### config.mk
export PLATFORM = sky130hd
export DESIGN_NAME = ymodem_sender_framer_core_flat
export DESIGN_NICKNAME = d
export VERILOG_FILES = /design/src/ysf_pkg.sv /design/src/ysf_if.sv /design/src/ymodem_sender_framer_core.sv /design/src/flat_wrapper.sv
export SDC_FILE = /design/constraint.sdc
export NUM_CORES = 1
export LEC_CHECK = 0
export CORE_MARGIN = 4
export CORE_UTILIZATION = 55
export CTS_BUF_LIST = sky130_fd_sc_hd__clkbuf_8 sky130_fd_sc_hd__clkbuf_16
export CTS_CLUSTER_SIZE = 25
export DETAILED_ROUTE_END_ITERATION = 6
export DONT_BUFFER_PORTS = 1
export PLACE_DENSITY_LB_ADDON = 0.25
export SETUP_SLACK_MARGIN = 0.3
export SYNTH_ARGS = -nofsm -noshare
export SYNTH_HDL_FRONTEND = slang
export SYNTH_SLANG_ARGS = --single-unit
### constraint.sdc
create_clock -name clk -period 2.7 [get_ports clk]
set_input_delay 0.54 -clock clk [delete_from_list [all_inputs] [get_ports clk]]
set_output_delay 0.54 -clock clk [all_outputs]
set_load 0.005 [all_outputs]
### src/ysf_pkg.sv
// Shared types, constants and the CRC-16 byte update for the YMODEM sender framer.
`timescale 1ns / 1ps

package ysf_pkg;

  localparam int BLOCK_BYTES = 128;
  localparam int MAX_RESULTS = 4;

  localparam logic [15:0] CRC_POLY = 16'h1021;

  localparam logic [7:0] SYM_SOH = 8'h01;
  localparam logic [7:0] SYM_ACK = 8'h06;
  localparam logic [7:0] SYM_NAK = 8'h15;
  localparam logic [7:0] SYM_EOT = 8'h04;
  localparam logic [7:0] SYM_C   = 8'h43;

  localparam logic [1:0] FN_RESP    = 2'd0;
  localparam logic [1:0] FN_PAYLOAD = 2'd1;
  localparam logic [1:0] FN_EOF     = 2'd2;

  typedef enum logic [3:0] {
    PH_IDLE       = 4'd0,
    PH_HDR_DATA   = 4'd1,
    PH_HDR_ACK    = 4'd2,
    PH_HDR_C      = 4'd3,
    PH_DATA       = 4'd4,
    PH_DATA_ACK   = 4'd5,
    PH_EOT1_NAK   = 4'd6,
    PH_EOT2_ACK   = 4'd7,
    PH_EOT2_C     = 4'd8,
    PH_CLOSE_DATA = 4'd9,
    PH_CLOSE_ACK  = 4'd10,
    PH_DONE       = 4'd11
  } phase_t;

  function automatic logic [15:0] crc_byte(input logic [15:0] c_in, input logic [7:0] b);
    logic [15:0] c;
    c = c_in ^ {b, 8'h00};
    for (int k = 0; k < 8; k++) begin
      if (c[15]) c = {c[14:0], 1'b0} ^ CRC_POLY;
      else       c = {c[14:0], 1'b0};
    end
    return c;
  endfunction

endpackage

### src/ysf_if.sv
// Valid/ready channel interfaces for input items and result beats.
`timescale 1ns / 1ps

interface ysf_item_if;
  logic       valid;
  logic       ready;
  logic [1:0] func;
  logic [7:0] value;

  modport source (output valid, func, value, input ready);
  modport sink   (input valid, func, value, output ready);
endinterface

interface ysf_result_if;
  logic       valid;
  logic       ready;
  logic [7:0] tx_byte;
  logic       tx_valid;
  logic       last;
  logic [3:0] phase;
  logic       restarted;
  logic       misplaced;
  logic       finished;

  modport source (output valid, tx_byte, tx_valid, last, phase, restarted, misplaced,
                  finished, input ready);
  modport sink   (input valid, tx_byte, tx_valid, last, phase, restarted, misplaced,
                  finished, output ready);
endinterface

### src/ymodem_sender_framer_core.sv
// YMODEM sender framer: protocol sequencing, block framing and CRC-16 in one pass.
//
// Usage: "item" carries one input beat: func 0 is a receiver response byte, 1 a
// payload byte, 2 end of file. "result" carries the result beats each item causes,
// one per cycle while ready: one to four beats, the final one marked by last.
// Every beat of an item carries the same phase and status flags; tx_valid marks
// beats with a byte. The first payload byte of a block yields SOH, sequence,
// inverted sequence and the byte (four beats); the last payload byte yields the
// byte and CRC high and low (three beats); other items yield one beat.
// The first result beat is registered and shows in the cycle after the item is taken.
// Throughput: one item per cycle while each item yields one beat and result is
// ready; an item with more beats holds the input while the single result buffer
// drains one beat per ready cycle; the next item is taken as its last beat leaves.
// Reset (rst, synchronous) returns to idle with sequence, count and CRC cleared and
// drops any pending beats. When the receiver stalls, the pending beat holds and
// ready falls on the input once the buffer cannot be freed this cycle.
`timescale 1ns / 1ps

module ymodem_sender_framer_core #(
  parameter int BlockBytes = ysf_pkg::BLOCK_BYTES
) (
  input logic           clk,
  input logic           rst,
  ysf_item_if.sink      item,
  ysf_result_if.source  result
);
  import ysf_pkg::*;

  localparam int CntW = $clog2(BlockBytes);
  localparam int IdxW = $clog2(MAX_RESULTS);

  // protocol state
  phase_t          ph, ph_next;
  logic [7:0]      seq, seq_next;
  logic [CntW-1:0] cnt, cnt_next;
  logic [15:0]     crc, crc_next;

  // result buffer
  logic [7:0]      bytes [MAX_RESULTS];
  logic [7:0]      bytes_next [MAX_RESULTS];
  logic [IdxW-1:0] n_last, n_last_next;
  logic [IdxW-1:0] idx;
  logic            busy;
  logic            has_tx, has_tx_next;
  logic            rs, rs_next;
  logic            mp, mp_next;

  logic            in_fire;
  logic            out_fire;
  logic            out_last;
  logic [7:0]      b;
  logic [15:0]     crc_base;
  logic [15:0]     crc_upd;
  logic [7:0]      want;
  phase_t          ph_ok;

  assign out_last = (idx == n_last);
  assign out_fire = busy && result.ready;
  assign item.ready = !busy || (out_last && result.ready);
  assign in_fire = item.valid && item.ready;

  always_comb begin
    ph_next     = ph;
    seq_next    = seq;
    cnt_next    = cnt;
    crc_next    = crc;
    rs_next     = 1'b0;
    mp_next     = 1'b0;
    has_tx_next = 1'b0;
    n_last_next = '0;
    for (int i = 0; i < MAX_RESULTS; i++) bytes_next[i] = 8'h00;
    b        = (ph == PH_CLOSE_DATA) ? 8'h00 : item.value;
    crc_base = (cnt == '0) ? 16'h0000 : crc;
    crc_upd  = crc_byte(crc_base, b);
    want     = SYM_ACK;
    ph_ok    = PH_DONE;

    unique case (ph)
      PH_IDLE: begin
        if (item.func == FN_RESP) begin
          if (item.value == SYM_C) begin
            ph_next  = PH_HDR_DATA;
            cnt_next = '0;
            crc_next = 16'h0000;
          end
        end else begin
          mp_next = 1'b1;
        end
      end
      PH_HDR_DATA, PH_DATA, PH_CLOSE_DATA: begin
        if (item.func == FN_PAYLOAD) begin
          has_tx_next = 1'b1;
          crc_next    = crc_upd;
          if (cnt == '0) begin
            seq_next      = (ph == PH_DATA) ? seq + 8'd1 : 8'h00;
            bytes_next[0] = SYM_SOH;
            bytes_next[1] = seq_next;
            bytes_next[2] = ~seq_next;
            bytes_next[3] = b;
            n_last_next   = IdxW'(3);
          end else if (cnt == CntW'(BlockBytes - 1)) begin
            bytes_next[0] = b;
            bytes_next[1] = crc_upd[15:8];
            bytes_next[2] = crc_upd[7:0];
            n_last_next   = IdxW'(2);
          end else begin
            bytes_next[0] = b;
          end
          if (cnt == CntW'(BlockBytes - 1)) begin
            cnt_next = '0;
            ph_next  = phase_t'(ph + 4'd1);
          end else begin
            cnt_next = cnt + CntW'(1);
          end
        end else if (item.func == FN_EOF && ph == PH_DATA && cnt == '0) begin
          has_tx_next   = 1'b1;
          bytes_next[0] = SYM_EOT;
          ph_next       = PH_EOT1_NAK;
        end else begin
          mp_next = 1'b1;
        end
      end
      PH_DONE: mp_next = 1'b1;
      default: begin
        unique case (ph)
          PH_HDR_ACK:  begin want = SYM_ACK; ph_ok = PH_HDR_C;      end
          PH_HDR_C:    begin want = SYM_C;   ph_ok = PH_DATA;       end
          PH_DATA_ACK: begin want = SYM_ACK; ph_ok = PH_DATA;       end
          PH_EOT1_NAK: begin want = SYM_NAK; ph_ok = PH_EOT2_ACK;   end
          PH_EOT2_ACK: begin want = SYM_ACK; ph_ok = PH_EOT2_C;     end
          PH_EOT2_C:   begin want = SYM_C;   ph_ok = PH_CLOSE_DATA; end
          default:     begin want = SYM_ACK; ph_ok = PH_DONE;       end
        endcase
        if (item.func != FN_RESP) begin
          mp_next = 1'b1;
        end else if (item.value == want) begin
          if (ph == PH_EOT1_NAK) begin
            has_tx_next   = 1'b1;
            bytes_next[0] = SYM_EOT;
          end
          if (ph_ok == PH_CLOSE_DATA) cnt_next = '0;
          ph_next = ph_ok;
        end else begin
          ph_next  = PH_IDLE;
          cnt_next = '0;
          crc_next = 16'h0000;
          rs_next  = 1'b1;
        end
      end
    endcase
  end

  always_ff @(posedge clk) begin
    if (rst) begin
      ph   <= PH_IDLE;
      seq  <= 8'h00;
      cnt  <= '0;
      crc  <= 16'h0000;
      busy <= 1'b0;
      idx  <= '0;
    end else begin
      if (in_fire) begin
        ph   <= ph_next;
        seq  <= seq_next;
        cnt  <= cnt_next;
        crc  <= crc_next;
        busy <= 1'b1;
        idx  <= '0;
      end else if (out_fire) begin
        if (out_last) busy <= 1'b0;
        else          idx  <= idx + IdxW'(1);
      end
    end
  end

  always_ff @(posedge clk) begin
    if (in_fire) begin
      bytes  <= bytes_next;
      n_last <= n_last_next;
      has_tx <= has_tx_next;
      rs     <= rs_next;
      mp     <= mp_next;
    end
  end

  // result phase is the live phase: it only changes when a new item is loaded or on reset
  assign result.valid     = busy;
  assign result.tx_byte   = has_tx ? bytes[idx] : 8'h00;
  assign result.tx_valid  = has_tx;
  assign result.last      = out_last;
  assign result.phase     = ph;
  assign result.restarted = rs;
  assign result.misplaced = mp;
  assign result.finished  = (ph == PH_DONE);

endmodule
### src/flat_wrapper.sv
// flat-port wrapper written by rule: the top's interface ports become plain ports
module ymodem_sender_framer_core_flat import ysf_pkg::*;
#(
  parameter int BlockBytes = ysf_pkg::BLOCK_BYTES
)
  (clk, rst, item_valid, item_func, item_value, item_ready, result_valid, result_tx_byte, result_tx_valid, result_last, result_phase, result_restarted, result_misplaced, result_finished, result_ready);
  ysf_item_if item_i ();
  ysf_result_if result_i ();
  input logic clk;
  input logic rst;
  input wire logic [$bits(item_i.valid)-1:0] item_valid;
  input wire logic [$bits(item_i.func)-1:0] item_func;
  input wire logic [$bits(item_i.value)-1:0] item_value;
  output wire logic [$bits(item_i.ready)-1:0] item_ready;
  output wire logic [$bits(result_i.valid)-1:0] result_valid;
  output wire logic [$bits(result_i.tx_byte)-1:0] result_tx_byte;
  output wire logic [$bits(result_i.tx_valid)-1:0] result_tx_valid;
  output wire logic [$bits(result_i.last)-1:0] result_last;
  output wire logic [$bits(result_i.phase)-1:0] result_phase;
  output wire logic [$bits(result_i.restarted)-1:0] result_restarted;
  output wire logic [$bits(result_i.misplaced)-1:0] result_misplaced;
  output wire logic [$bits(result_i.finished)-1:0] result_finished;
  input wire logic [$bits(result_i.ready)-1:0] result_ready;
  assign item_i.valid = item_valid;
  assign item_i.func = item_func;
  assign item_i.value = item_value;
  assign item_ready = item_i.ready;
  assign result_valid = result_i.valid;
  assign result_tx_byte = result_i.tx_byte;
  assign result_tx_valid = result_i.tx_valid;
  assign result_last = result_i.last;
  assign result_phase = result_i.phase;
  assign result_restarted = result_i.restarted;
  assign result_misplaced = result_i.misplaced;
  assign result_finished = result_i.finished;
  assign result_i.ready = result_ready;
  ymodem_sender_framer_core #(.BlockBytes(BlockBytes)) u_core (.clk(clk), .rst(rst), .item(item_i), .result(result_i));
endmodule
======== Yosys cells after proc, flatten, opt, wreduce, memory -nomap -nowiden ========
Cells that the tools add are included.
operators by class
  bitwise operators ....................... 13
  add/subtract/negate cells ............... 4
  reduce and logical (&&, ||, !) cells .... 28
  magnitude comparators ................... 1
  mux-type cells .......................... 66
  eq/ne operators ......................... 25
operators with widths
  operator                                        count
  2-to-1 mux 16 bit                               7
  2-to-1 mux 13 bit                               8
  2-to-1 mux 8 bit                                9
  2-to-1 mux 7 bit                                7
  case mux 16 bit (3 select lines)                1
  2-to-1 mux 4 bit                                8
  2-to-1 mux 24 bit                               1
  inverter 3 bit                                  8
  case mux 7 bit (3 select lines)                 1
  AND reduction 7 bit                             3
  case mux 4 bit (5 select lines)                 1
  binary-select mux 8 bit (select 2 bit)          1
  == test 4 x 3 -> 1 bit (second input constant)  4
  == test 4 bit (second input constant)           4
  case mux 8 bit (2 select lines)                 1
  bitwise XOR 16 bit                              1
  case mux 7 bit (2 select lines)                 1
  2-to-1 mux 1 bit                                13
  case mux 4 bit (3 select lines)                 1
  != test 3 bit (second input constant)           3
  adder 8 x 1 -> 8 bit (second input constant)    1
  == test 4 x 2 -> 1 bit (second input constant)  2
  == test 8 x 7 -> 1 bit (second input constant)  1
  == test 8 bit                                   1
  other kinds (33)                                49
storage, ports and cells
  logic and storage cells ................. 151
  output and inout bits ................... 19
  register bits after elaboration ......... 75

======== Logic depth before layout (Yosys ltp) ========
Gate-level depths: netlist (run 1).
  depth in word-level cells ............... 23
  depth in mapped cells ................... 13

======== Worst setup path after synthesis (run 1) ========
Ideal clock, no wire load.
  kind .................................... reg-to-reg
  start ................................... register u_core.idx[1]
  end ..................................... register u_core.cnt[6]
  required time ........................... 2,626 ps
  data arrival time ....................... 2,864 ps
  cell stages (with the launch flop) ...... 7
  setup slack ............................. -238 ps
  cells stage by stage .................... dfxtp_1 buf_2 xor2_1 o32ai_4 nand2_1 or4_1 a31oi_1
on the way
  word-level cells in the longest chain between the ends .. 5
ends and longest elaborated chain
  what                           line                              source
  from (decl)                    ymodem_sender_framer_core.sv:42   logic [IdxW-1:0] idx;
  from (signal assigned)         ymodem_sender_framer_core.sv:171  else idx <= idx + IdxW'(1);
  == test 2 bit                  ymodem_sender_framer_core.sv:57   assign out_last = (idx == n_last);
  logical AND 1 bit              ymodem_sender_framer_core.sv:59   assign item.ready = !busy || (out_last && result.ready);
  logical OR 1 bit               ymodem_sender_framer_core.sv:59
  logical AND 1 bit              ymodem_sender_framer_core.sv:60   assign in_fire = item.valid && item.ready;
  via u_core.in_fire             ymodem_sender_framer_core.sv:48   logic in_fire;
  AND reduction 7 bit (no line)  --
  to (signal assigned)           ymodem_sender_framer_core.sv:165  cnt <= cnt_next;
  to (decl)                      ymodem_sender_framer_core.sv:35   logic [CntW-1:0] cnt, cnt_next;
The timed path passes the listed nets, and every way through them passes these cells.
A chain may end at the register's enable or synchronous reset.

======== Final worst setup path (run 1) ========
  start ................................... register u_core.ph[1], in the netlist u_core.result.phase[1]
  end ..................................... register u_core.ph[1], in the netlist u_core.result.phase[1]
on the way
  word-level cells in the longest chain between the ends .. 8
ends and longest elaborated chain
  what                                                            line                              source
  from (decl)                                                     ymodem_sender_framer_core.sv:33   phase_t ph, ph_next;
  from (signal assigned)                                          ymodem_sender_framer_core.sv:163  ph <= ph_next;
  == test 4 x 2 -> 1 bit / == test 4 bit (equally long branches)  ymodem_sender_framer_core.sv:125  unique case (ph)
  OR reduction 2 bit (no line)                                    --
  case mux 7 bit (2 select lines)                                 ymodem_sender_framer_core.sv:125
  2-to-1 mux 8 bit                                                ymodem_sender_framer_core.sv:78   unique case (ph)
  == test 8 bit                                                   ymodem_sender_framer_core.sv:136  end else if (item.value == want) begin
  2-to-1 mux 4 bit                                                ymodem_sender_framer_core.sv:136
  2-to-1 mux 4 bit                                                ymodem_sender_framer_core.sv:134  if (item.func != FN_RESP) begin
  case mux 4 bit (3 select lines)                                 ymodem_sender_framer_core.sv:78
Parallel ways exist; a longest one is shown, timed or not. The select of a mux whose other input is x is not followed.

==> results of run 1 <==
==> logic make-up after synthesis <==
family                   count (synthesis)  synth area share (%)
AO/OA/AOI/OAI                          119                 15.67
XOR/XNOR                                39                 7.644
adder cells (fa/ha/maj)                  7                 1.918
buffers and inverters                   40                 4.110
flip-flops                              75                 40.99
multiplexers                            14                 5.260
AND/OR/NAND/NOR                        207                 24.41
==> what timing repair did <==
action | in CTS | in global routing
setup buffers | 0 | 5
resized for setup | 7 | 21
hold buffers | 0 | 0
setup endpoints to repair | 24 | 43
cloned | 0 | 0
pin swaps | 0 | 4
==> worst max-delay path, stage by stage, from the launching register on <==
cell	delay, ns
dfxtp_2	0.45
ha_2	0.29
nand3b_4	0.12
mux2i_1	0.24
a32oi_2	0.21
nor2_2	0.26
o221ai_1	0.21
a311oi_1	0.39
==> state kept, by name, summed over array words and instances (netlist names) <==
signal / flops
u_core.result.valid: 1
u_core.bytes: 32
u_core.result.phase: 4
u_core.cnt: 7
u_core.seq: 8
u_core.crc: 16
u_core.result.misplaced: 1
u_core.result.tx_valid: 1
u_core.idx: 2
u_core.n_last: 2
u_core.result.restarted: 1
==> cells in the final DEF, fill, tap and decap left out, types with 3 or more instances in the layout <==
| cell type | netlist | routed |
|---|---|---|
| mux2i_1 | 6 | 6 |
| buf_4 | 2 | 25 |
| xnor2_1 | 21 | 18 |
| o22ai_1 | 5 | 5 |
| nor2_1 | 56 | 54 |
| nand3b_1 | 5 | 5 |
| a22oi_1 | 6 | 6 |
| edfxtp_1 | 37 | 37 |
| o31ai_1 | 4 | 3 |
| and3_1 | 12 | 12 |
| nor3_1 | 8 | 8 |
| inv_6 | 0 | 3 |
| nand4_1 | 19 | 19 |
| xnor2_2 | 1 | 4 |
| mux4_2 | 8 | 8 |
| a31oi_1 | 4 | 3 |
| or2_2 | 3 | 3 |
| o21ai_0 | 36 | 34 |
| clkbuf_8 | 2 | 9 |
| nor2_2 | 2 | 4 |
| and2_1 | 13 | 13 |
| xor2_1 | 17 | 16 |
| nand2b_1 | 4 | 4 |
| or4_1 | 6 | 6 |
| dfxtp_2 | 0 | 4 |
| nand2_2 | 0 | 4 |
| nand3_1 | 18 | 17 |
| nand2_1 | 42 | 37 |
| ha_1 | 7 | 3 |
| nor2b_1 | 6 | 6 |
| dfxtp_1 | 38 | 34 |
| inv_1 | 8 | 6 |
| a21oi_1 | 45 | 45 |
==> final timing paths <==
kind / start / to / cells after the start
worst max-delay path: u_core.result.phase[1] / u_core.result.phase[1] / 7
worst min-delay path: rst / u_core.result.phase[3] / 1
worst max register to register: u_core.result.phase[1] / u_core.result.phase[1] / 7
worst min register to register: u_core.crc[3] / u_core.crc[3] / 2
==> power by group through the flow <==
stage               Sequential (W)  Combinational, W  Clock (W)
finish                     0.00125          0.000178   0.000845
global route               0.00125          0.000193   0.000923
CTS                        0.00125          0.000170   0.000859
detailed placement         0.00128          0.000168          0
global placement           0.00127          0.000168          0
floorplan                  0.00127          0.000135          0
==> Yosys cell counts (all sizes together) (4+ instances only) <==
| master | count |
|---|---|
| clkbuf | 22 |
| a22oi | 6 |
| ha | 7 |
| mux4 | 8 |
| nor2b | 6 |
| xnor2 | 22 |
| o31ai | 4 |
| edfxtp | 37 |
| or4 | 6 |
| mux2i | 6 |
| nor3 | 8 |
| a21oi | 45 |
| o21ai | 37 |
| nor2 | 58 |
| buf | 10 |
| and3 | 12 |
| inv | 8 |
| nand2b | 4 |
| xor2 | 17 |
| o22ai | 5 |
| nand4 | 19 |
| nand2 | 42 |
| a31oi | 4 |
| nand3 | 19 |
| nand3b | 7 |
| and2 | 13 |
| dfxtp | 38 |
==> per-stage QoR <==
step / total power [W] / cell area [µm²] / utilization (%) / hold slack, ns / setup TNS [ns]
2_1_floorplan: 0.001405 / 4643 / - / 0.4512 / -0.06390
3_3_place_gp: 0.001441 / 4722 / 59.87 / 0.4594 / 0
3_5_place_dp: 0.001443 / 4722 / 59.87 / 0.4601 / 0
4_1_cts: 0.002278 / 4937 / 62.60 / 0.2254 / 0
5_1_grt: 0.002368 / 5055 / 64.09 / 0.2180 / 0
6_report: 0.002272 / 5055 / 64.09 / 0.2287 / 0
==> per-layer routing <==
layer / share of wire (%) / vias to the layer above / global-route usage [%]
met5: 0 / - / 0
met4: 2.5 / 0 / 11.45
met3: 9.2 / 30 / 5.400
met2: 46 / 173 / 37.29
met1: 42 / 1833 / 35.28
li1: - / 1834 / -
==> area by class of cell <==
type	count	area, µm²	area share, %
clock buffer	9	123.9	2.450
inverter	8	30.03	0.5941
timing repair buffer	25	187.7	3.713
multi-input combinational	386	2644	52.30
tap	102	127.6	2.525
sequential	75	1877	37.13
clock inverter	7	65.06	1.287
==> results by group, run 1 <==
Placement
  • Dpl ws: 0.1533 ns
  • DP Cell Count: 591
  • # port buffers: 0
  • Placer Congestion: 0.9490
  • Placed wire-length estimate: 8503 µm

Routing
  • Vias per inst: 6.324
  • DR vias: 3870
  • DR DRC count: 0
  • Iteration-0 DRC Markers: 508
  • Final ANT Viol Nets: 0
  • Avg WL per Cell: 19.78 µm
  • DR pass1 iterations: 6
  • Routed Wire Length: 12110 µm

Logic synthesis
  • Yosys cell types: 59
  • Synth area leader: edfxtp_1
  • Post-synth EDFFs: 37
  • Sequential area share after synthesis: 40.99%
  • Ranking of synthesized cells by area: edfxtp_1 (24%), dfxtp_1 (17%), a21oi_1 (4.9%)
  • Synth Flop Type: dfxtp_1
  • Share of the synthesized area in the top cell type: 24.33%
  • Mapped Nets: 522
  • Avg Inst Size Synth: 9.116 µm²
  • Synth Warn #: 0
  • #FFs+latches synth: 75
  • Async set-reset flop share out of synthesis: 0%
  • Post-Syn Instances: 501
  • Netlist Area Pre-Place: 4567 µm²

Cells and area
  • Fraction of layout cells with a size suffix above 1: 18.43%
  • Number of diodes: 0
  • Layout fillers: 648
  • Final nets: 526
  • Area delta synth->final: 10.68%
  • Fin cells: 612

Timing
  • Slew @ Worst Pin: 0.5801 ns
  • Final hold violations: 0
  • Relative slew slack: 61.33%
  • Max-slew violations: 0
  • Clk_skew: 0.01165 ns
  • F_max: 434.2 MHz
  • Final setup viols: 0
  • Setup ws final: 0.3971 ns
  • Min Clock Period, post-route: 2.303 ns
  • RSZ-0062 raised after global routing: true
  • Final worst path period share: 85.29%

Floorplan
  • Core Box Area: 7888 µm²
  • Die Width: 99.13 µm
  • Die Y-Extent: 99.13 µm
  • Io pins: 33
  • Initial Utilization: 57.90%
  • Row count: 32
  • Die area: 9826 µm²

CTS
  • Clk root buf: clkbuf_8
  • Htree depth: 3
  • Clock Pin Slew Worst Setup and Hold Paths: 0.10 ns
  • Num CTS Buffers: 9
  • Clock Sinks: 75
  • Clock buffer depth: 2
  • CTS tree: built
  • Clock Latency Late Sink: 0.37 ns

Power
  • Int Pwr: 0.001661 W
  • Sw Ratio: 26.86%
  • Peak VDD IR: 240.8 µV
  • Sequential fraction of design power: 55.0%
  • Sw Pwr: 0.0006102 W
  • Combinational power share: 7.8%
  • Clock power share: 37.2%
  • Leak: 1.832 nW
  • Pwr Density: 449.4 nW/µm²

Worst setup path
  • Startpoint Class: flip-flop
  • R2r setup slk: 0.40 ns
  • Highest fanout seen on the critical path: 6
  • Required @ worst endpoint: 2.95 ns
  • CP endpoint kind: flip-flop
  • CP Class: flip-flop to flip-flop
  • Data arrival, critical path: 2.55 ns

Global route
  • Gr ovfl total: 0
  • Total track usage: 25.14%
  • First-pass GRT wire length: 19510 µm
  • Vias in the first global route: 3788
  • Largest net degree at the start of global routing: 40
  • Initial antenna violation count: 0

Worst hold path
  • Hold WC Path Type: primary input to flip-flop

Job
  • Max cap viols: 0

Run status
  • Outcome: finished clean
Power figures use the tool's default switching activity.
==> run 2, diff against run 1 <==
--- a/config.mk
+++ b/config.mk
@@ -11,7 +11,7 @@
 export CTS_CLUSTER_SIZE = 25
 export DETAILED_ROUTE_END_ITERATION = 6
 export DONT_BUFFER_PORTS = 1
-export PLACE_DENSITY_LB_ADDON = 0.25
+export PLACE_DENSITY = 0.7
 export SETUP_SLACK_MARGIN = 0.3
 export SYNTH_ARGS = -nofsm -noshare
 export SYNTH_HDL_FRONTEND = slang
==> run 2 against run 1 <==
Against the previous run:
- flip-flop and latch count stayed put
- core utilization is 0.95 points higher
- clock skew hardly changed
- clock-buffer cell count stayed put
- first-iteration DRC count is 27% lower
==> results by group, run 2 (synthesized netlist as in run 1, its figures left out) <==
Global route
  • Global-route met3 utilization: 5.189% (-0.21 points)
  • Total track usage: 24.76% (-0.39 points)
  • M2 GR Usage: 35.38% (-1.9 points)
  • Vias in the first global route: 3684 (-2.7%)
  • Gr ovfl total: 0 (unchanged)
  • Busiest grt layer: met1
  • Initial antenna violation count: 0 (unchanged)
  • Met1 track demand over resource: 36.92% (+1.6 points)
  • Largest net degree at the start of global routing: 40 (unchanged)
  • First-pass GRT wire length: 19440 µm (-0.32%)

Floorplan
  • Die Width: 99.13 µm (unchanged)
  • Initial Utilization: 57.90% (unchanged)
  • Die Y-Extent: 99.13 µm (unchanged)
  • Io pins: 33 (unchanged)
  • Row count: 32 (unchanged)
  • Die area: 9826 µm² (unchanged)
  • Core Box Area: 7888 µm² (unchanged)

Power
  • Leak: 1.870 nW (+2.1%)
  • Peak VDD IR: 268.8 µV (+12%)
  • Pwr Density: 445.2 nW/µm² (-0.94%)
  • Total power: 0.002284 W (+0.53%)

Cells and area
  • Post-route design area: 5130 µm² (+1.5%)
  • Fraction of layout cells with a size suffix above 1: 19.92% (+1.5 points)
  • Number of diodes: 0 (unchanged)
  • Layout fillers: 638 (-1.5%)
  • Final Core Density: 65.04% (+0.95 points)
  • Commonest non-fill, non-tap cell in the layout: nor2_1
  • Reg with most FFs: u_core.bytes
  • Fin cells: 619 (+1.1%)
  • Largest registers: u_core.bytes x32, u_core.crc x16, u_core.seq x8
  • Max reg flops: 32 (unchanged)
  • Most frequent cells in the layout: nor2_1 (54), a21oi_1 (45), edfxtp_1 (37)
  • Area delta synth->final: 12.33%
  • Final nets: 533 (+1.3%)

Timing
  • Min Clock Period, post-route: 2.304 ns (+0.001206 ns)
  • Relative slew slack: 59.06% (-2.3 points)
  • Slew @ Worst Pin: 0.6141 ns (+0.03403 ns)
  • Final hold violations: 0 (unchanged)
  • RSZ-0062 raised after global routing: true
  • F_max: 434.0 MHz (about the same)
  • Final worst path period share: 85.34% (about the same)
  • Max-slew violations: 0 (unchanged)
  • Final setup viols: 0 (unchanged)
  • Clk_skew: 0.01179 ns (+0.0001412 ns)

CTS
  • Post-cts hold buffer count: 0 (unchanged)
  • Clock Sinks: 75 (unchanged)
  • Clk root buf: clkbuf_8
  • CTS tree: built
  • Num CTS Buffers: 9 (unchanged)
  • Clock Latency Late Sink: 0.37 ns (about the same)
  • Clock Pin Slew Worst Setup and Hold Paths: 0.09 ns (about the same)
  • Clock buffer depth: 2 (unchanged)
  • Htree depth: 3 (unchanged)

Worst setup path
  • Required @ worst endpoint: 3.00 ns (+0.05 ns)
  • Data arrival, critical path: 2.60 ns (+0.05 ns)
  • Delay-heaviest family, CP: simple AND/OR/NAND/NOR gates
  • R2r setup slk: 0.40 ns (about the same)
  • Cell Chain, Critical Path: inv_1 -> ha_1 -> or4b_4 -> o21ai_0 -> xnor2_1 -> xor2_1 -> nand4_1 -> a21oi_1
  • Worst R2R Path Depth: 8 (+1)
  • Reg-to-Reg End: u_core.crc[9]
  • CP endpoint kind: flip-flop
  • Worst R2R Start: u_core.cnt[1]
  • Startpoint Class: flip-flop
  • Highest fanout seen on the critical path: 5 (-1)
  • CP Class: flip-flop to flip-flop
  • Critical path's slowest cell: or4b_4
  • CP bufs+invs: 1 (+1)
  • Critical Path Max Stage Delay: 0.51 ns (+0.06 ns)

Placement
  • # port buffers: 0 (unchanged)
  • Placed wire-length estimate: 8506 µm (about the same)
  • Placer Congestion: 0.9896 (+4.3%)
  • DP Cell Count: 596 (+0.85%)
  • DP Area: 4772 µm² (+1.1%)

Worst hold path
  • Worst hold start: rst
  • Hold WC Path Type: primary input to flip-flop
  • Hold EP: u_core.cnt[0]
  • WHS Path Cells: 1 (unchanged)

Routing
  • Vias per inst: 6.339 (+0.25%)
  • Avg WL per Cell: 19.47 µm (-1.6%)
  • DR pass1 iterations: 5 (-1)
  • Iteration-0 DRC Markers: 370 (-27%)
  • Routed Wire Length: 12050 µm (-0.48%)
  • Final ANT Viol Nets: 0 (unchanged)
  • DR DRC count: 0 (unchanged)
  • DR vias: 3924 (+1.4%)

Job
  • Max cap viols: 0 (unchanged)

Run status
  • Outcome: finished clean
==> run 2: cell types whose count changed in the layout (fill, tap and decap cells not counted), moves of 2 or more <==
cell / before / now
inv_6: 3 / 1
nand2_2: 4 / 6
nand2_1: 37 / 35
buf_4: 25 / 31
==> run 2: layout make-up <==
class / count / area [µm²] / share of cell area [%]
Sequential cell: 75 / 1879 / 36.63
Clock inverter: 7 / 67.56 / 1.317
Clock buffer: 9 / 123.9 / 2.415
Multi-Input combinational cell: 386 / 2649 / 51.63
Timing Repair Buffer: 32 / 252.7 / 4.927
Tap cell: 102 / 127.6 / 2.488
Inverter: 8 / 30.03 / 0.5854
==> run 2: report_power, final <==
part / leakage (nW) / internal, W / switching (W) / total [W]
Sequential: 0.680 / 0.00123 / 0.0000160 / 0.00125
Clock: 0.0958 / 0.000359 / 0.000496 / 0.000855
Combinational: 1.09 / 0.0000755 / 0.000106 / 0.000181
==> run 2: per-layer routing <==
| layer | wire, µm | part of all wire [%] | vias up |
|---|---|---|---|
| met3 | 1084 | 9.0 | 28 |
| met4 | 303 | 2.5 | 0 |
| met5 | 0 | 0 | - |
| li1 | - | - | 1846 |
| met1 | 5485 | 46 | 1866 |
| met2 | 5176 | 43 | 184 |
==> run 2: worst max-delay path by stage <==
| stage | startpoint | end | slack, ns | cells after the start |
|---|---|---|---|---|
| after floorplan | item_valid | u_core.crc[4] | -0.03 | 6 |
| after global placement | u_core.result.phase[0] | u_core.cnt[5] | 0.27 | 8 |
| after detailed placement | u_core.result.phase[0] | u_core.cnt[5] | 0.17 | 8 |
| after CTS | u_core.result.phase[0] | u_core.crc[7] | 0.30 | 8 |
| after global routing | u_core.cnt[0] | u_core.crc[9] | 0.23 | 8 |
| final | u_core.cnt[1] | u_core.crc[9] | 0.40 | 8 |
==> run 2: timing repair <==
action / CTS / global route
pin swaps: 1 / 6
gates resized for setup: 5 / 26
buffers inserted: 0 / 7
endpoints found under the setup margin: 24 / 45
==> run 2: metrics by stage <==
step	hold WS, ns	setup WS [ns]	TNS (ns)
2_1_floorplan	0.4512	-0.02593	-0.06390
3_3_place_gp	0.4596	0.2727	0
3_5_place_dp	0.4631	0.1704	0
4_1_cts	0.2320	0.2989	0
5_1_grt	0.2263	0.2350	0
6_report	0.2315	0.3959	0
==> run 2: worst reg2reg max path, stage by stage (launching register included) <==
cell and delay [ns]:
dfxtp_1 0.36, inv_1 0.07, ha_1 0.17, or4b_4 0.51, o21ai_0 0.32, xnor2_1 0.22, xor2_1 0.24, nand4_1 0.19
a21oi_1 0.16
==> run 3, diff against run 2 <==
--- a/config.mk
+++ b/config.mk
@@ -11,7 +11,7 @@
 export CTS_CLUSTER_SIZE = 25
 export DETAILED_ROUTE_END_ITERATION = 6
 export DONT_BUFFER_PORTS = 1
-export PLACE_DENSITY = 0.7
+export PLACE_DENSITY = 0.67
 export SETUP_SLACK_MARGIN = 0.3
 export SYNTH_ARGS = -nofsm -noshare
 export SYNTH_HDL_FRONTEND = slang
==> constraint.sdc (replaced) <==
create_clock -name clk -period 2.8 [get_ports clk]
set_input_delay 0.56 -clock clk [delete_from_list [all_inputs] [get_ports clk]]
set_output_delay 0.56 -clock clk [all_outputs]
set_load 0.005 [all_outputs]
==> run 3 against run 2 <==
Against the previous run:
- sequential power down 3%
- die area unchanged
- fmax down 3.8%
- sequential share of layout area up 0.63 points
- total power up 3.2%
- clock power up 15%
- final cell count down 0.65%
- clock skew up 0.0035 ns
- clock-buffer cell count unchanged
- critical path type unchanged
- largest cell class unchanged
- largest power group unchanged
==> results by group, run 3 (synthesized netlist as in run 1, its figures left out) <==
Placement
  • # port buffers: 0 (unchanged)
  • Placer Congestion: 0.9103 (-8.0%)
  • Dpl ws: 0.2501 ns (+0.07968 ns)
  • Placed wire-length estimate: 8322 µm (-2.2%)

Global route
  • Total track usage: 24.51% (-0.25 points)
  • Gr ovfl total: 0 (unchanged)
  • Vias in the first global route: 3610 (-2.0%)
  • Initial antenna violation count: 0 (unchanged)
  • Largest net degree at the start of global routing: 40 (unchanged)
  • First-pass GRT wire length: 19020 µm (-2.2%)

Cells and area
  • Reg with most FFs: u_core.bytes
  • Number of diodes: 0 (unchanged)
  • Area delta synth->final: 10.27%
  • Most frequent cells in the layout: nor2_1 (56), a21oi_1 (45), nand2_1 (39)
  • Max reg flops: 32 (unchanged)
  • Commonest non-fill, non-tap cell in the layout: nor2_1
  • Final nets: 529 (-0.75%)
  • Fraction of layout cells with a size suffix above 1: 15.98% (-3.9 points)
  • Largest registers: u_core.bytes x32, u_core.crc x16, u_core.seq x8

Floorplan
  • Initial Utilization: 57.90% (unchanged)
  • Core Box Area: 7888 µm² (unchanged)
  • Die Y-Extent: 99.13 µm (unchanged)
  • Die Width: 99.13 µm (unchanged)
  • Row count: 32 (unchanged)
  • Io pins: 33 (unchanged)
  • Die area: 9826 µm² (unchanged)

Worst setup path
  • Cell Chain, Critical Path: inv_1 -> ha_1 -> nand3b_4 -> o31ai_1 -> a32oi_1 -> nor2_1 -> o221ai_1 -> a311oi_1
  • Highest fanout seen on the critical path: 7 (+2)
  • Critical path's slowest cell: nor2_1
  • Startpoint Class: flip-flop
  • CP bufs+invs: 1 (unchanged)
  • R2r setup slk: 0.40 ns (about the same)
  • CP endpoint kind: flip-flop
  • Critical Path Max Stage Delay: 0.40 ns (-0.11 ns)
  • Delay-heaviest family, CP: compound AO/OA/AOI/OAI gates
  • CP Class: flip-flop to flip-flop
  • Data arrival, critical path: 2.65 ns (+0.05 ns)
  • Required @ worst endpoint: 3.05 ns (+0.05 ns)

CTS
  • Clock buffer depth: 2 (unchanged)
  • Num CTS Buffers: 9 (unchanged)
  • Clk root buf: clkbuf_8
  • CTS tree: built
  • Post-cts hold buffer count: 0 (unchanged)
  • Htree depth: 3 (unchanged)
  • Clock Latency Late Sink: 0.36 ns (about the same)
  • Clock Sinks: 75 (unchanged)
  • Clock Pin Slew Worst Setup and Hold Paths: 0.08 ns (about the same)

Routing
  • Final ANT Viol Nets: 0 (unchanged)
  • Vias per inst: 6.341 (about the same)
  • DR pass1 iterations: 5 (unchanged)
  • Routed Wire Length: 11900 µm (-1.3%)
  • Avg WL per Cell: 19.34 µm (-0.64%)
  • Iteration-0 DRC Markers: 307 (-17%)
  • DR DRC count: 0 (unchanged)
  • DR vias: 3900 (-0.61%)

Power
  • Pwr Density: 467.8 nW/µm² (+5.1%)
  • Peak VDD IR: 278.2 µV (+3.5%)
  • Leak: 1.857 nW (-0.71%)

Job
  • Max cap viols: 0 (unchanged)

Timing
  • Max-slew violations: 0 (unchanged)
  • Worst hold margin: 0.2686 ns (+0.03712 ns)
  • Final TNS setup: 0 ns (unchanged)
  • Slew @ Worst Pin: 0.6006 ns (-0.01349 ns)
  • RSZ-0062 raised after global routing: true
  • Clk_skew: 0.01533 ns (+0.003539 ns)
  • Min Clock Period, post-route: 2.396 ns (+0.09217 ns)
  • Relative slew slack: 59.96% (+0.90 points)
  • F_max: 417.3 MHz (-3.8%)
  • Final hold violations: 0 (unchanged)
  • Final setup viols: 0 (unchanged)
  • Final worst path period share: 85.58% (+0.24 points)
  • Setup ws final: 0.4037 ns (+0.007826 ns)

Run status
  • Outcome: finished clean

Worst hold path
  • Hold WC Path Type: primary input to flip-flop
-- run 3: changes by cell type in the layout (fill, tap and decap cells not counted), sizes merged --
cell | before | now
clkinvlp | 1 | 0
buf | 32 | 28
clkinv | 2 | 1
bufinv | 0 | 2
-- run 3: report_power, final --
| group | switching [W] | internal, W | total, W |
|---|---|---|---|
| logic | 0.000103 | 0.0000679 | 0.000171 |
| clock network | 0.000460 | 0.000520 | 0.000980 |
| registers | 0.0000165 | 0.00119 | 0.00121 |
| total | 0.000579 | 0.00178 | 0.00236 |
-- run 3: area by class of cell --
type / count / area, µm²
multi-input combinational: 386 / 2561
fill: 660 / 2851
sequential: 75 / 1877
inverter: 8 / 30.03
timing repair buffer: 28 / 210.2
clock inverter: 7 / 106.4
clock buffer: 9 / 123.9
tap: 102 / 127.6
-- run 3: per-layer routing --
metal | GRT usage [%] | share of wire [%] | routed length (µm) | vias to the layer above
li1 | - | - | - | 1853
met1 | 35.80 | 43 | 5144 | 1858
met2 | 36.57 | 46 | 5526 | 175
met3 | 4.769 | 8.8 | 1042 | 14
met4 | 8.088 | 1.5 | 184 | 0
met5 | 0 | 0 | 0 | -
-- run 3: final timing paths --
path	depth (start not counted)	from	to
worst min-delay path	1	rst	u_core.result.phase[3]
worst max register to register	8	u_core.result.phase[0]	u_core.result.phase[1]
worst min register to register	2	u_core.crc[1]	u_core.crc[1]
worst max-delay path	8	u_core.result.phase[0]	u_core.result.phase[1]
-- run 3: through the flow --
| stage | util (%) | total power (W) | area [µm²] | cells |
|---|---|---|---|---|
| global placement | 59.87 | 0.001391 | 4722 | 592 |
| detailed placement | 59.87 | 0.001396 | 4722 | 592 |
| floorplan | - | 0.001354 | 4632 | 501 |
| global route | 63.85 | 0.002440 | 5036 | 615 |
| CTS | 62.86 | 0.002366 | 4959 | 608 |
| finish | 63.85 | 0.002356 | 5036 | 615 |
-- run 3: timing repair --
item,CTS,global route
pin swaps,0,2
buffers inserted,0,7
resized for setup,1,8
endpoints found under the setup margin,2,32
